**src/design/pdew_pkg.sv**
```systemverilog
// shared types and constants for the per-destination ewma window table
`default_nettype none

package pdew_pkg;

  localparam int unsigned KEY_W    = 32;
  localparam int unsigned WIN_W    = 16;
  localparam int unsigned ACK_W    = 40;
  localparam int unsigned MSS_W    = 16;
  localparam int unsigned CNT_W    = 32;
  localparam int unsigned EST_W    = 24;
  localparam int unsigned FRAC_W   = 8;
  localparam int unsigned SHIFT_W  = 4;
  localparam int unsigned CFG_W    = 40;
  localparam int unsigned CFG_IDX_W = 2;

  localparam logic [SHIFT_W-1:0] SHIFT_MAX = SHIFT_W'(8);

  localparam logic [CFG_IDX_W-1:0] REG_WINDOW_FLOOR    = 2'd0;
  localparam logic [CFG_IDX_W-1:0] REG_WINDOW_CEILING  = 2'd1;
  localparam logic [CFG_IDX_W-1:0] REG_SMOOTHING_SHIFT = 2'd2;
  localparam logic [CFG_IDX_W-1:0] REG_MIN_ACKED_BYTES = 2'd3;

  localparam logic [WIN_W-1:0]   FLOOR_RST   = 16'd10;
  localparam logic [WIN_W-1:0]   CEILING_RST = 16'd100;
  localparam logic [SHIFT_W-1:0] SHIFT_RST   = 4'd2;
  localparam logic [ACK_W-1:0]   MIN_ACK_RST = 40'd4096;

  typedef struct packed {
    logic [KEY_W-1:0] dest_addr;
    logic [WIN_W-1:0] peak_cwnd;
    logic [ACK_W-1:0] acked_bytes;
    logic [MSS_W-1:0] segment_size;
  } item_t;

  typedef struct packed {
    logic [WIN_W-1:0] new_window;
    logic             discarded;
    logic             table_full;
    logic [WIN_W-1:0] held_window;
    logic [WIN_W-1:0] estimate_after;
    logic [CNT_W-1:0] sample_count;
    logic [CNT_W-1:0] discard_count;
  } result_t;

  typedef struct packed {
    logic [KEY_W-1:0] key;
    logic [CNT_W-1:0] samples;
    logic [CNT_W-1:0] discards;
    logic [EST_W-1:0] estimate;
    logic [WIN_W-1:0] window;
  } entry_t;

endpackage

`default_nettype wire

```
**src/design/pdew_div.sv**
```systemverilog
// bit-serial restoring divider for the segment count
`default_nettype none

module pdew_div (
  input  wire logic                        clk_i,
  input  wire logic                        rst_ni,
  input  wire logic                        start_i,
  input  wire logic [pdew_pkg::ACK_W-1:0]  dividend_i,
  input  wire logic [pdew_pkg::MSS_W-1:0]  divisor_i,
  output logic                             done_o,
  output logic      [pdew_pkg::ACK_W-1:0]  quot_o,
  output logic                             rem_nz_o
);

  localparam int unsigned QW  = pdew_pkg::ACK_W;
  localparam int unsigned DW  = pdew_pkg::MSS_W;
  localparam int unsigned CW  = $clog2(QW + 1);
  localparam logic [CW-1:0] STEPS = CW'(QW);

  logic [QW-1:0] quot_q;
  logic [DW-1:0] rem_q;
  logic [CW-1:0] cnt_q;
  logic          run_q;
  logic          done_q;

  logic [DW:0]   shifted;
  logic [DW:0]   trial;
  logic          ge;

  assign shifted = {rem_q, quot_q[QW-1]};
  assign trial   = shifted - {1'b0, divisor_i};
  assign ge      = (shifted >= {1'b0, divisor_i});

  always_ff @(posedge clk_i or negedge rst_ni) begin
    if (!rst_ni) begin
      run_q  <= 1'b0;
      done_q <= 1'b0;
      cnt_q  <= '0;
    end else begin
      done_q <= 1'b0;
      if (start_i) begin
        run_q <= 1'b1;
        cnt_q <= STEPS;
      end else if (run_q) begin
        cnt_q <= cnt_q - CW'(1);
        if (cnt_q == CW'(1)) begin
          run_q  <= 1'b0;
          done_q <= 1'b1;
        end
      end
    end
  end

  always_ff @(posedge clk_i) begin
    if (start_i) begin
      quot_q <= dividend_i;
      rem_q  <= '0;
    end else if (run_q) begin
      quot_q <= {quot_q[QW-2:0], ge};
      rem_q  <= ge ? trial[DW-1:0] : shifted[DW-1:0];
    end
  end

  assign done_o   = done_q;
  assign quot_o   = quot_q;
  assign rem_nz_o = |rem_q;

endmodule

`default_nettype wire

```
**config.mk**
```make
export PLATFORM = sky130hd
export DESIGN_NAME = pdew_div
export DESIGN_NICKNAME = d
export VERILOG_FILES = /design/src/design/pdew_pkg.sv /design/src/design/pdew_div.sv
export SDC_FILE = /design/constraint.sdc
export NUM_CORES = 1
export LEC_CHECK = 0
export ABC_AREA = 0
export ABC_CLOCK_PERIOD_IN_PS = 4300
export BUFFER_PORTS_ARGS = -buffer_cell sky130_fd_sc_hd__buf_2
export CORE_UTILIZATION = 35
export CTS_CLUSTER_SIZE = 25
export DETAILED_ROUTE_END_ITERATION = 16
export HOLD_SLACK_MARGIN = 0.15
export SLEW_MARGIN = 25
export SYNTH_ARGS = -nofsm -noshare
export SYNTH_HDL_FRONTEND = slang
export SYNTH_SLANG_ARGS = --single-unit
```
**constraint.sdc**
```tcl
create_clock -name clk_i -period 4.3 [get_ports clk_i]
set_clock_uncertainty 0.1 [all_clocks]
set_input_delay 0.43 -clock clk_i [delete_from_list [all_inputs] [get_ports clk_i]]
set_output_delay 0.43 -clock clk_i [all_outputs]
set_load 0.005 [all_outputs]
```
==> impl_metrics.ini <==
[finish]
drive_gt1_share_pct = 42.3
finish.utilization_pct = 44.3
diodes = 0
multi_input_area_sq_mm = 0.00195
fill_cells = 1033
synthToLayoutAreaGrowth_pct = 21.0
final_nets = 517
seqCellArea_sq_mm = 0.00172

[yosys]
synth_cells = 338
synth.net_count = 416
seq_area_frac_synth_pct = 44.9
syn_area_per_cell_sq_um = 11.3
ys_warn_count = 0
yosysTopAreaCell = edfxtp_1
async_flop_share_pct = 12.5
yosys-top-cells-count = 40 x edfxtp_1, 40 x mux2_2, 21 x inv_1, 21 x nor2_1, 18 x ha_1
ys_seq_elements = 64
synthFlopType = edfxtp_1
synth-edff-count = 40
synth_top_cell_area_share_pct = 31.3
synth_cell_types = 61
yosys-top-cells-area = edfxtp_1 31%, mux2_2 12%, dfxtp_1 8.4%
synth_area_sq_mm = 0.00383

[global_routing]
grt_pass1_vias = 2831
grtUsageTotal_pct = 16.4
grt_max_degree = 40
antenna_found_initial = 0
grt.overflow.total = 0
grt_pass1_wl_mm = 14.4

[power]
peakVddDrop_mv = 0.161
power.leakage_uw = 0.00195
powerDensity_mw_per_mm2 = 441

[routing]
route.detailed.drc = 0
dr_total_vias = 2979
dr.first_iter.drc_count = 183
avgViaCountPerCell = 5.14
wire_per_inst_um = 15.8
drtPass1Iterations = 4
wirelength_mm = 9.15
drtAntennaViolNets = 0

[critical_path]
end_kind = register
critical_path.max_fanout = 16
worst_ep_required_time_ps = 4280
startpoint_type = register
arrival_ps = 2670
crit_path_cell_trace = ha_1 > a21oi_2 > o211ai_1 > a221oi_2 > a21bo_4 > nand2_1 > mux2_2
critical_path_class = register to register
slowest_delay_ps = 440
cp_slowest_cell = dfxtp_1

[job]
max_cap_viol_count = 0

[cts]
cts.sinks = 64
cts_max_path_buffers = 2
postCtsSetupBuffers = 0
cts_buffers = 9
tritoncts = built
clock_latency_ps = 330
htreeDepth = 3
clkTransAtPathRegs_ps = 80
root_buffer = clkbuf_8

[floorplanning]
rows = 37
ioPinCount = 101
die-area_sq_mm = 0.0114
core_region_area_sq_mm = 0.0105
start_util_pct = 36.7
die_h_um = 107
die_x_um = 107

[sta]
slew_headroom_pct = 39.0
fmax_mhz = 371
fin_tns_setup_ps = 0
period_share_pct = 62.6
final_max_slew_viol_count = 0
hold_violations = 0
setup_viol = 0
grt_setup_unrepaired = false
tightest_slew_ps = 914
period_needed_ps = 2690

[min_path]
min_path_type = input pin to register

[place]
port_buffers = 100
gp_congestion = 0.874
hpwl_mm = 6.90

[outcome]
status = completed
-- critical path: cells and delay by family (launching register included) --
| family | cells | cell delay, ps |
|---|---|---|
| flip-flops | 1 | 440 |
| AO/OA/AOI/OAI | 4 | 1130 |
| multiplexers | 1 | 270 |
| adder cells (fa/ha/maj) | 1 | 350 |
| AND/OR/NAND/NOR | 1 | 140 |
-- what timing repair did --
item                                    4_1_cts  5_1_grt
resized for setup                             0        0
endpoints found under the hold margin         8        0
hold buffers                                  1        0
endpoints found under the setup margin        0        0
-- cell families after synthesis --
kind of cell	after synthesis	share of synthesized area (%)
DFF	64	44.9
and+or+nand+nor	87	13.4
AOI/OAI and AO/OA	74	15.4
buffers and inverters	37	4.31
xor gates and xnor gates	17	3.88
muxes	40	11.7
adders and majority gates	19	6.39
-- report_power, final --
| group | total (uW) | internal, uW | switching [uW] |
|---|---|---|---|
| combinational | 744 | 348 | 395 |
| clock | 451 | 209 | 243 |
| sequential | 850 | 758 | 92.0 |
-- cell usage in the layout, fill, tap and decap left out, types with 2 or more instances in the layout --
cell type / n
buf_2: 100
mux2_2: 40
edfxtp_1: 40
inv_1: 21
nor2_1: 21
ha_1: 18
dfxtp_1: 16
nand2_1: 14
xnor2_1: 11
a21oi_1: 10
clkbuf_8: 9
o21ai_0: 8
o21ai_1: 8
dfrtp_1: 8
and2_1: 7
a311oi_2: 7
nand3_2: 6
nand4_1: 6
xor2_1: 6
nand3_1: 6
o21a_1: 6
nor2b_1: 5
o31ai_1: 5
buf_4: 5
o211ai_1: 4
nor4_1: 4
a41oi_1: 4
a311oi_1: 4
nor3_1: 3
nand2b_1: 3
clkinv_4: 3
clkinv_2: 3
nor4_2: 2
a21oi_2: 2
a211oi_1: 2
a211o_1: 2
-- state kept, by name (all words and copies together) (netlist names) --
name and cells:
quot_o 40, rem_q 16, done_o 1, cnt_q 6
run_q 1
-- through the flow --
stage / std cells / instance area [sq um] / hold slack (ps) / power (uW) / setup WS, ps
finish: 580 / 4640 / 295 / 2040 / 1610
global route: 580 / 4640 / 266 / 2180 / 1460
CTS: 580 / 4640 / 268 / 2070 / 1630
detailed placement: 563 / 4460 / 186 / 1600 / 1490
global placement: 563 / 4460 / 183 / 1600 / 1580
floorplan: 338 / 3830 / 34.4 / 1370 / 1920
-- layout make-up --
type / count / share of cell area, %
sequential: 64 / 37.1
clock buffer: 9 / 2.67
multi-input combinational: 237 / 42.0
timing repair buffer: 106 / 11.8
inverter: 21 / 1.70
tap: 136 / 3.67
clock inverter: 7 / 1.05
-- layer usage --
metal  global-route usage [%]  vias to the layer above  wire length [um]  part of all wire (%)
li1                         -                     1478                 -                     -
met1                     21.3                     1414              3990                    44
met2                     27.1                       75              4670                    51
met3                     3.65                       12               344                   3.8
met4                     4.79                        0               137                   1.5
met5                        0                        -                 0                     0
-- worst paths after layout --
| kind | from | endpoint | slack, ps | depth (start not counted) |
|---|---|---|---|---|
| max in group asynchronous | rst_ni | run_q$_DFF_PN0_ | 3560 | 2 |
| setup / recovery | rem_q[7]$_SDFFE_PP0P_ | quot_o[0]$_DFFE_PP_ | 1610 | 7 |
| hold reg to reg | rem_q[13]$_SDFFE_PP0P_ | rem_q[13]$_SDFFE_PP0P_ | 430 | 2 |
| min in group asynchronous | rst_ni | cnt_q[3]$_DFFE_PN0P_ | 360 | 2 |
| hold / removal | dividend_i[20] | quot_o[20]$_DFFE_PP_ | 290 | 2 |
| setup reg to reg | rem_q[7]$_SDFFE_PP0P_ | quot_o[0]$_DFFE_PP_ | 1610 | 7 |
Power figures use the tool's default switching activity.
