## src/design/pdew_ram.sv

```systemverilog
// generic single-port-write ram with registered read
`default_nettype none

module pdew_ram #(
  parameter int unsigned WIDTH = 8,
  parameter int unsigned DEPTH = 16
) (
  input  wire logic                                      clk_i,
  input  wire logic                                      we_i,
  input  wire logic [((DEPTH > 1) ? $clog2(DEPTH) : 1)-1:0] waddr_i,
  input  wire logic [WIDTH-1:0]                          wdata_i,
  input  wire logic [((DEPTH > 1) ? $clog2(DEPTH) : 1)-1:0] raddr_i,
  output logic      [WIDTH-1:0]                          rdata_o
);

  logic [WIDTH-1:0] mem_q [DEPTH];

  always_ff @(posedge clk_i) begin
    if (we_i) begin
      mem_q[waddr_i] <= wdata_i;
    end
    rdata_o <= mem_q[raddr_i];
  end

endmodule

`default_nettype wire

```

## config.mk

```make
export PLATFORM = sky130hd
export DESIGN_NAME = pdew_ram
export DESIGN_NICKNAME = d
export VERILOG_FILES = /design/src/design/pdew_ram.sv
export SDC_FILE = /design/constraint.sdc
export NUM_CORES = 1
export LEC_CHECK = 0
export BUFFER_PORTS_ARGS = -buffer_cell sky130_fd_sc_hd__buf_2
export CORE_MARGIN = 2
export CORE_UTILIZATION = 50
export CTS_CLUSTER_DIAMETER = 80
export DETAILED_ROUTE_END_ITERATION = 6
export PLACE_DENSITY = 0.67
export SETUP_SLACK_MARGIN = 0.02
export SKIP_CTS_REPAIR_TIMING = 1
export SLEW_MARGIN = 20
export SYNTH_ARGS = -nofsm -noshare
export SYNTH_HDL_FRONTEND = slang
export SYNTH_SLANG_ARGS = --single-unit
```

## constraint.sdc

```tcl
create_clock -name clk_i -period 2.95 [get_ports clk_i]
set_input_delay 0.4425 -clock clk_i [delete_from_list [all_inputs] [get_ports clk_i]]
set_output_delay 0.4425 -clock clk_i [all_outputs]
set_load 0.05 [all_outputs]
```

==> metrics.csv, run 1 <==
stage;metric;value;unit
run_status;outcome;finished clean;
floorplanning;Die Width;105;um
global_route;initial antenna violation count;0;
timing;worst slew pin tran;0.940;ns
min_path;Hold/Removal Path Class;in -> reg;
final_layout;Final nets;296;
synthesis;synthesized area per cell;22.5;um2
route;total number of vias;2398;
synthesis;Ys Warns;0;
route;# DRC;0;
clocking;Clock transition at path regs;0.06;ns
synthesis;cell with the most instances after synthesis;edfxtp_1;
global_route;gr usage total;19.0;%
synthesis;Netlist cell types;19;
timing;clock skew;0.00377;ns
floorplanning;CORE AREA;10100;um2
timing;Highest Clock Rate;585;MHz
global_route;grt ovf;0;
floorplanning;Top Ports;26;
timing;Tcrit/Tclk final;58.0;%
floorplanning;Cell Rows;37;
pwr;leakage;2.06;nW
clocking;clock root buffer master;clkbuf_8;
clocking;CTS tree;done;
run;total of max-cap violations;0;
synthesis;dominant cell type by area after synthesis;edfxtp_1;
route;1st-pass router iterations;4;
worst_setup_path;Crit Reg-Reg Startpoint;mem_q[9][5]$_DFFE_PP_;
timing;Rel. slew slack;37.1;%
final_layout;Final Non-Filler Cells;427;
synthesis;Seq cells post-synth;136;
floorplanning;Die ar.;11100;um2
synthesis;post-synth top area share;74.7;%
worst_setup_path;Worst Setup SP;raddr_i[0];
place;placer's final routability congestion estimate;0.722;
floorplanning;Initial Util;50.8;%
synthesis;top_reg_cell synth;edfxtp_1;
synthesis;Async SR Flop Fraction;0;%
global_route;largest net degree at the start of global routing;20;
worst_setup_path;crit path capture type;flop;
worst_setup_path;critical path fanouts, max;15;
place;estimated wirelength of the detail-placed design;5680;um
final_layout;area of the multi-input gates;1060;um2
route;antenna-violating nets left;0;
synthesis;sequential share of the synthesized area;77.8;%
final_layout;share of cells above drive strength 1;29.2;%
global_route;vias in the first global route;2508;
clocking;worst skew pair latency;0.51;ns
synthesis;number of synthesized flops with an enable pin;128;
worst_setup_path;CP cell instances;buf_2, buf_4, mux4_1, a22oi_1, nand2_1;
clocking;Longest Clk Path Bufs;2;
timing;Post-Route Setup TNS;0;ns
route;DRT Wirelength;9400;um
timing;max-slew violations;0;
place;Post-Place Cells;395;
timing;min cycle time layout;1.71;ns
floorplanning;Die Y;105;um
route;Via density;5.62;
clocking;depth of the CTS H-tree;4;
final_layout;synth-to-layout area growth;17.5;%
timing;final setup fails;0;
worst_setup_path;Crit-path slowest cell;mux4_1;
clocking;# clock sinks;136;
worst_setup_path;Largest stage delay, worst path;0.58;ns
place;# port buffers;25;
synthesis;most frequent cells after synthesis;edfxtp_1 (128), mux4_2 (18), a22oi_1 (16);
final_layout;ant diodes;0;
pwr;pwr dens;740;nW/um2
global_route;first-pass GRT wire length;14500;um
worst_setup_path;Arr. time, crit path;2.11;ns
worst_setup_path;Crit Path Category;in -> reg;
synthesis;Mapped Area;5150;um2
synthesis;Post-Syn Instances;229;
timing;Final Hold Viols;0;
final_layout;Filler cells;721;
clocking;Num CTS Buffers;17;
final_layout;storage element area;4000;um2
timing;unrepaired setup endpoints after global routing;no;
worst_setup_path;worst path required time;3.35;ns
route;1st-iter DRT viols;140;
pwr;Peak supply drop;0.428;mV
min_path;Hold Startpoint;wdata_i[1];
synthesis;Synth area leaders;edfxtp_1 (75%), mux4_2 (7.9%), mux4_1 (7.1%), dfxtp_1 (3.1%), a22oi_1 (2.3%);
worst_setup_path;crit path launch type;input pin;
route;WL per Instance;22.0;um
synthesis;Syn Nets;247;
## registers in the layout, indices dropped and copies added (netlist names)
signal / flops
mem_q: 128
rdata_o: 8
## power breakdown
group | internal, mW | total (mW) | switching (mW)
clock network | 1.35 | 2.07 | 0.717
logic | 0.0822 | 0.232 | 0.150
registers | 2.16 | 2.17 | 0.0121
## logic make-up after synthesis
| kind of cell | share of synthesized area [%] |
|---|---|
| flops | 77.8 |
| simple gates | 3.18 |
| buf+inv | 1.68 |
| compound gates | 2.33 |
| mux | 15.0 |
## cell usage in the layout (no fill, tap or decap)
cell type  Yosys  layout
a22oi_1       16      16
nor2b_1        1       1
buf_4          1      15
clkbuf_1       0       3
clkinv_1       0       3
bufinv_16      0       4
edfxtp_1     128     128
and2_1         1       1
clkbuf_8       0       1
nand3_1        1       1
dfxtp_1        8       8
and2b_1        1       1
buf_2          3      25
mux4_1        14      14
nor3_1         4       4
nand2_1        9       9
or3b_2         1       1
clkinv_2       0       5
clkbuf_16      0      16
nor2_1        13      13
mux4_2        18      18
nand3b_1       2       2
nand2b_1       2       2
## area by class of cell
cell class,instances,share of cell area (%)
flip-flops and latches,136,66.2
multi-input cells,83,17.5
clock buffers,20,7.03
repair buffers,40,3.93
well taps,136,2.81
clock inverters,12,2.58
## critical path: cells and delay by family
family                 cells  cell delay [ns]
AO/OA/AOI/OAI              1             0.30
buffers and inverters      2             0.69
multiplexers               1             0.58
AND/OR/NAND/NOR            1             0.09
## stage by stage
stage                     setup slack [ns]  utilization (%)  hold slack [ns]  power [mW]  instance area, um2
final                                 1.24             59.7            0.316        4.48                6050
after global routing                  1.16             59.7            0.296        4.61                6050
after CTS                             1.24             59.7            0.293        4.51                6050
after detailed placement             0.687             53.9            0.655        2.45                5470
after global placement               0.743             53.9            0.658        2.44                5470
after floorplan                       1.01                -            0.541        2.36                5150
## routing by layer
| layer | share of wire [%] | track usage, % | up-vias | wire length [um] |
|---|---|---|---|---|
| li1 | - | - | 1069 | - |
| met1 | 44 | 25.7 | 1255 | 4170 |
| met2 | 49 | 28.6 | 66 | 4640 |
| met3 | 5.2 | 6.68 | 8 | 486 |
| met4 | 0.99 | 7.14 | 0 | 93 |
| met5 | 0 | 0 | - | 0 |
## worst paths after layout
kind              depth (start not counted)  slack [ns]                     to
setup / recovery                          5        1.24     rdata_o[2]$_DFF_P_
hold / removal                            1        0.32  mem_q[0][1]$_DFFE_PP_
setup reg to reg                          3        1.56     rdata_o[5]$_DFF_P_
hold reg to reg                           3        0.67     rdata_o[0]$_DFF_P_
(Power assumes the default switching activity.)
==> inputs of run 2 (changes only) <==
--- a/config.mk
+++ b/config.mk
@@ -10,7 +10,7 @@
 export CORE_UTILIZATION = 50
 export CTS_CLUSTER_DIAMETER = 80
 export DETAILED_ROUTE_END_ITERATION = 6
-export PLACE_DENSITY = 0.67
+export PLACE_DENSITY = 0.7
 export SETUP_SLACK_MARGIN = 0.02
 export SKIP_CTS_REPAIR_TIMING = 1
 export SLEW_MARGIN = 20
==> constraint.sdc (replaced) <==
create_clock -name clk_i -period 1.38 [get_ports clk_i]
set_input_delay 0.207 -clock clk_i [delete_from_list [all_inputs] [get_ports clk_i]]
set_output_delay 0.207 -clock clk_i [all_outputs]
set_load 0.05 [all_outputs]
==> run 2 against run 1 <==
Compared with the run above:
- sequential cell count stayed put
- register-to-register slack worse by 1.5 ns
- sequential power increased by 110%
- critical path depth decreased by 2
- routed wire length is 4.5% higher
- global-route usage is 0.34 points higher
- critical path type is now reg -> reg
- largest cell class unchanged
- largest power group is now clock
==> metrics.csv, run 2 (same netlist as run 1, synthesis figures left out) <==
stage;metric;value;unit;change
run_status;outcome;finished clean;;unchanged
timing;Post-Route Setup TNS;0;ns;unchanged
route;1st-pass router iterations;4;;unchanged
final_layout;Layout Utilization;62.7;%;was 59.7%
floorplanning;Die Width;105;um;unchanged
final_layout;most frequent cells in the layout;edfxtp_1 (128), buf_4 (32), buf_2 (22);;was edfxtp_1 (128), buf_2 (25), mux4_2 (18)
pwr;Peak supply drop;0.832;mV;was 0.428 mV
timing;worst slew pin tran;0.898;ns;was 0.940 ns
worst_setup_path;reg2reg setup slack;0.04;ns;was 1.56 ns
place;placer's final routability congestion estimate;0.804;;was 0.722
clocking;Longest Clk Path Bufs;2;;unchanged
final_layout;largest registers;mem_q: 128 flops, rdata_o: 8 flops;;unchanged
timing;Tcrit/Tclk final;97.0;%;
worst_setup_path;CP cell instances;mux4_1, a22oi_1, nand2_1;;was buf_2, buf_4, mux4_1, a22oi_1, nand2_1
global_route;gr usage total;19.3;%;was 19.0%
floorplanning;Cell Rows;37;;unchanged
route;# DRC;0;;unchanged
timing;final setup fails;0;;unchanged
final_layout;commonest non-fill, non-tap cell in the layout;edfxtp_1;;unchanged
clocking;clock root buffer master;clkbuf_8;;unchanged
route;DRT Wirelength;9820;um;was 9400 um
final_layout;share of cells above drive strength 1;38.1;%;was 29.2%
final_layout;design area;6360;um2;was 6050 um2
timing;Rel. slew slack;40.0;%;was 37.1%
place;# port buffers;25;;unchanged
global_route;grt ovf;0;;unchanged
place;area post-placement;5690;um2;was 5470 um2
clocking;Clock transition at path regs;0.06;ns;about the same
clocking;worst skew pair latency;0.52;ns;was 0.51 ns
worst_setup_path;critical path fanouts, max;1;;was 15
final_layout;largest register by flop count;mem_q;;unchanged
worst_setup_path;crit path launch type;flop;;was input pin
timing;Highest Clock Rate;747;MHz;
global_route;initial antenna violation count;0;;unchanged
route;total number of vias;2522;;was 2398
route;Via density;5.63;;was 5.62
worst_setup_path;Crit Path Category;reg -> reg;;was in -> reg
route;antenna-violating nets left;0;;unchanged
global_route;vias in the first global route;2626;;was 2508
worst_setup_path;Arr. time, crit path;1.73;ns;was 2.11 ns
place;worst slack, placed;-0.297;ns;was 0.687 ns
route;1st-iter DRT viols;166;;was 140
clocking;CTS tree;done;;unchanged
floorplanning;Die Y;105;um;unchanged
clocking;# clock sinks;136;;unchanged
final_layout;Final nets;317;;was 296
worst_setup_path;Largest stage delay, worst path;0.51;ns;was 0.58 ns
floorplanning;Top Ports;26;;unchanged
final_layout;synth-to-layout area growth;23.6;%;was 17.5%
timing;min cycle time layout;1.34;ns;
worst_setup_path;CP bufs+invs;0;;was 2
clocking;depth of the CTS H-tree;4;;unchanged
global_route;largest net degree at the start of global routing;18;;was 20
final_layout;ant diodes;0;;unchanged
timing;clock skew;0.00809;ns;was 0.00377 ns
worst_setup_path;Crit-path slowest cell;mux4_1;;unchanged
floorplanning;Die ar.;11100;um2;unchanged
timing;Final Hold Viols;0;;unchanged
worst_setup_path;crit path capture type;flop;;unchanged
pwr;leakage;2.20;nW;was 2.06 nW
global_route;first-pass GRT wire length;15000;um;was 14500 um
floorplanning;Initial Util;50.8;%;unchanged
timing;unrepaired setup endpoints after global routing;yes;;was no
floorplanning;CORE AREA;10100;um2;unchanged
final_layout;max reg flops;128;;unchanged
pwr;pwr dens;1570;nW/um2;was 740 nW/um2
run;total of max-cap violations;0;;unchanged
clocking;Num CTS Buffers;17;;unchanged
place;estimated wirelength of the detail-placed design;6580;um;was 5680 um
route;WL per Instance;21.9;um;was 22.0 um
min_path;Hold/Removal Path Class;in -> reg;;unchanged
worst_setup_path;Crit path max-delay family;multiplexers;;was buffers and inverters
worst_setup_path;worst path required time;1.78;ns;was 3.35 ns
timing;max-slew violations;0;;unchanged
timing;final setup margin;0.0412;ns;was 1.24 ns
==> run 2: worst paths after layout <==
| check | startpoint | end | cells after the start |
|---|---|---|---|
| hold / removal | wdata_i[1] | mem_q[10][1]$_DFFE_PP_ | 1 |
| setup reg to reg | mem_q[10][4]$_DFFE_PP_ | rdata_o[4]$_DFF_P_ | 3 |
| hold reg to reg | mem_q[14][1]$_DFFE_PP_ | rdata_o[1]$_DFF_P_ | 3 |
| setup / recovery | mem_q[10][4]$_DFFE_PP_ | rdata_o[4]$_DFF_P_ | 3 |
==> run 2: where the power goes <==
group	leakage, nW	internal (mW)	switching [mW]
clock	0.295	3.12	1.67
sequential	1.22	4.62	0.0292
combinational	0.684	0.221	0.344
==> run 2: through the flow <==
step	hold slack, ns	power (mW)	std cells
final	0.0786	10.0	448
after global routing	0.0703	10.3	448
after CTS	0.0542	10.1	448
after detailed placement	0.605	5.29	416
after global placement	0.592	5.27	416
after floorplan	0.306	5.06	229
==> run 2: area by class of cell <==
cell class | instances | area [um2]
sequential | 136 | 4000
fill | 679 | 3780
multi-input combinational | 83 | 1100
timing repair buffer | 61 | 453
clock buffer | 17 | 414
clock inverter | 15 | 223
tap | 136 | 170
==> run 2: metal layers <==
metal  up-vias  part of all wire [%]  track usage, %
li1       1114                     -               -
met1      1327                    42            25.2
met2        73                    52            31.3
met3         8                   4.5            5.38
met4         0                   1.2            6.86
met5         -                     0               0
==> run 2: worst register-to-register path, cell delays in order, from the launching register on <==
cell and delay, ns:
edfxtp_1 0.39, mux4_1 0.51, a22oi_1 0.23, nand2_1 0.08
==> inputs of run 3 (changes only) <==
--- a/config.mk
+++ b/config.mk
@@ -11,6 +11,7 @@
 export CTS_CLUSTER_DIAMETER = 80
 export DETAILED_ROUTE_END_ITERATION = 6
 export PLACE_DENSITY = 0.7
+export RECOVER_POWER = 50
 export SETUP_SLACK_MARGIN = 0.02
 export SKIP_CTS_REPAIR_TIMING = 1
 export SLEW_MARGIN = 20
==> run 3 against run 2 <==
Compared with the run above:
- via count rose by 0.28%
- cell area fell by 0.30%
- sequential share of layout area rose by 0.19 points
- critical path depth did not move
- clock power barely moved
==> metrics.csv, run 3 (same netlist as run 1, synthesis figures left out) <==
stage;metric;value;unit;change
run_status;outcome;finished clean;;unchanged
timing;min cycle time layout;1.34;ns;about the same
worst_setup_path;worst path required time;1.77;ns;was 1.78 ns
clocking;CTS tree;done;;unchanged
final_layout;commonest non-fill, non-tap cell in the layout;edfxtp_1;;unchanged
route;antenna-violating nets left;0;;unchanged
worst_setup_path;crit path launch type;flop;;unchanged
global_route;first-pass GRT wire length;15000;um;unchanged
global_route;initial antenna violation count;0;;unchanged
timing;Final Hold Viols;0;;unchanged
floorplanning;Cell Rows;37;;unchanged
worst_setup_path;Crit Path Category;reg -> reg;;unchanged
floorplanning;Die Y;105;um;unchanged
min_path;Hold EP;mem_q[9][3]$_DFFE_PP_;;was mem_q[10][1]$_DFFE_PP_
worst_setup_path;CP cell instances;mux4_1, a22oi_1, nand2_1;;unchanged
min_path;Hold/Removal Path Class;in -> reg;;unchanged
timing;final setup fails;0;;unchanged
min_path;Hold Startpoint;wdata_i[3];;was wdata_i[1]
worst_setup_path;critical path fanouts, max;1;;unchanged
timing;unrepaired setup endpoints after global routing;yes;;unchanged
timing;Min Hold Slack;0.212;ns;was 0.0786 ns
timing;Highest Clock Rate;748;MHz;was 747 MHz
clocking;worst skew pair latency;0.52;ns;about the same
worst_setup_path;Crit Reg-Reg Startpoint;mem_q[10][4]$_DFFE_PP_;;unchanged
clocking;Longest Clk Path Bufs;2;;unchanged
final_layout;most frequent cells in the layout;edfxtp_1 (128), buf_4 (30), mux4_2 (18);;was edfxtp_1 (128), buf_4 (32), buf_2 (22)
worst_setup_path;R2R depth;3;;unchanged
route;Via density;5.65;;was 5.63
pwr;pwr dens;1580;nW/um2;was 1570 nW/um2
final_layout;share of cells above drive strength 1;34.6;%;was 38.1%
worst_setup_path;Crit-path slowest cell;mux4_1;;unchanged
route;1st-pass router iterations;6;;was 4
pwr;Peak supply drop;0.827;mV;was 0.832 mV
place;area post-placement;5690;um2;unchanged
clocking;clock root buffer master;clkbuf_8;;unchanged
timing;clock skew;0.00879;ns;was 0.00809 ns
pwr;leakage;2.17;nW;was 2.20 nW
timing;Tcrit/Tclk final;96.9;%;was 97.0%
route;1st-iter DRT viols;155;;was 166
worst_setup_path;FF-to-FF End;rdata_o[4]$_DFF_P_;;unchanged
worst_setup_path;reg2reg setup slack;0.04;ns;about the same
final_layout;max reg flops;128;;unchanged
final_layout;Filler cells;683;;was 679
floorplanning;CORE AREA;10100;um2;unchanged
floorplanning;Top Ports;26;;unchanged
route;# DRC;0;;unchanged
final_layout;Final Non-Filler Cells;448;;unchanged
worst_setup_path;crit path capture type;flop;;unchanged
timing;worst slew pin tran;0.909;ns;was 0.898 ns
global_route;gr usage total;19.3;%;unchanged
final_layout;synth-to-layout area growth;23.2;%;was 23.6%
final_layout;largest registers;mem_q: 128 flops, rdata_o: 8 flops;;unchanged
min_path;hold path cells;1;;unchanged
final_layout;ant diodes;0;;unchanged
global_route;vias in the first global route;2626;;unchanged
final_layout;design area;6340;um2;was 6360 um2
place;# port buffers;25;;unchanged
final_layout;Final nets;317;;unchanged
timing;Rel. slew slack;39.3;%;was 40.0%
clocking;Clock transition at path regs;0.06;ns;about the same
route;WL per Instance;22.2;um;was 21.9 um
worst_setup_path;Arr. time, crit path;1.73;ns;about the same
clocking;# clock sinks;136;;unchanged
floorplanning;Die Width;105;um;unchanged
place;estimated wirelength of the detail-placed design;6580;um;unchanged
worst_setup_path;CP bufs+invs;0;;unchanged
clocking;Num CTS Buffers;17;;unchanged
place;placer's final routability congestion estimate;0.804;;unchanged
floorplanning;Die ar.;11100;um2;unchanged
worst_setup_path;Crit path max-delay family;multiplexers;;unchanged
global_route;grt ovf;0;;unchanged
worst_setup_path;Largest stage delay, worst path;0.51;ns;about the same
route;total number of vias;2529;;was 2522
run;total of max-cap violations;0;;unchanged
place;Post-Place Cells;416;;unchanged
clocking;depth of the CTS H-tree;4;;unchanged
final_layout;largest register by flop count;mem_q;;unchanged
route;DRT Wirelength;9940;um;was 9820 um
timing;max-slew violations;0;;unchanged
worst_setup_path;Worst Setup SP;mem_q[10][4]$_DFFE_PP_;;unchanged
floorplanning;Initial Util;50.8;%;unchanged
global_route;largest net degree at the start of global routing;18;;unchanged
==> run 3: cell type report <==
class                           instances  area (um2)  area share (%)
Timing Repair Buffer                   61         434            6.85
Clock inverter                         15         223            3.51
Tap cell                              136         170            2.68
Sequential cell                       136        4000            63.1
Clock buffer                           17         414            6.53
Multi-Input combinational cell         83        1100            17.3
==> run 3: how the worst max path moves through the flow <==
stage / to / slack, ns / cells past startpoint
2_1_floorplan: mem_q[3][0]$_DFFE_PP_ / -0.09 / 2
3_3_place_gp: rdata_o[2]$_DFF_P_ / -0.27 / 5
3_5_place_dp: rdata_o[2]$_DFF_P_ / -0.30 / 5
4_1_cts: rdata_o[2] / 0.005 / 1
5_1_grt: rdata_o[2]$_DFF_P_ / 0.02 / 3
6_report: rdata_o[4]$_DFF_P_ / 0.04 / 3
==> run 3: metrics by stage <==
stage	worst slack (ns)	power (mW)	setup TNS (ns)	utilization, %
after global placement	-0.274	5.27	-4.29	56.1
after detailed placement	-0.297	5.29	-5.64	56.1
final	0.0435	10.0	0	62.6
after CTS	0.00471	10.1	0	62.4
after floorplan	-0.0931	5.06	-2.85	-
after global routing	0.0209	10.3	0	62.6
==> run 3: metal layers <==
metal | up-vias | global-route usage [%] | share of wire [%]
li1 | 1117 | - | -
met1 | 1327 | 25.2 | 43
met2 | 77 | 31.3 | 51
met3 | 8 | 5.38 | 4.4
met4 | 0 | 6.86 | 1.5
met5 | - | 0 | 0
==> run 3: power breakdown <==
group / total [mW] / internal (mW) / switching (mW) / leakage (nW)
Clock: 4.79 / 3.12 / 1.67 / 0.295
Sequential: 4.65 / 4.62 / 0.0292 / 1.22
Combinational: 0.562 / 0.217 / 0.346 / 0.651
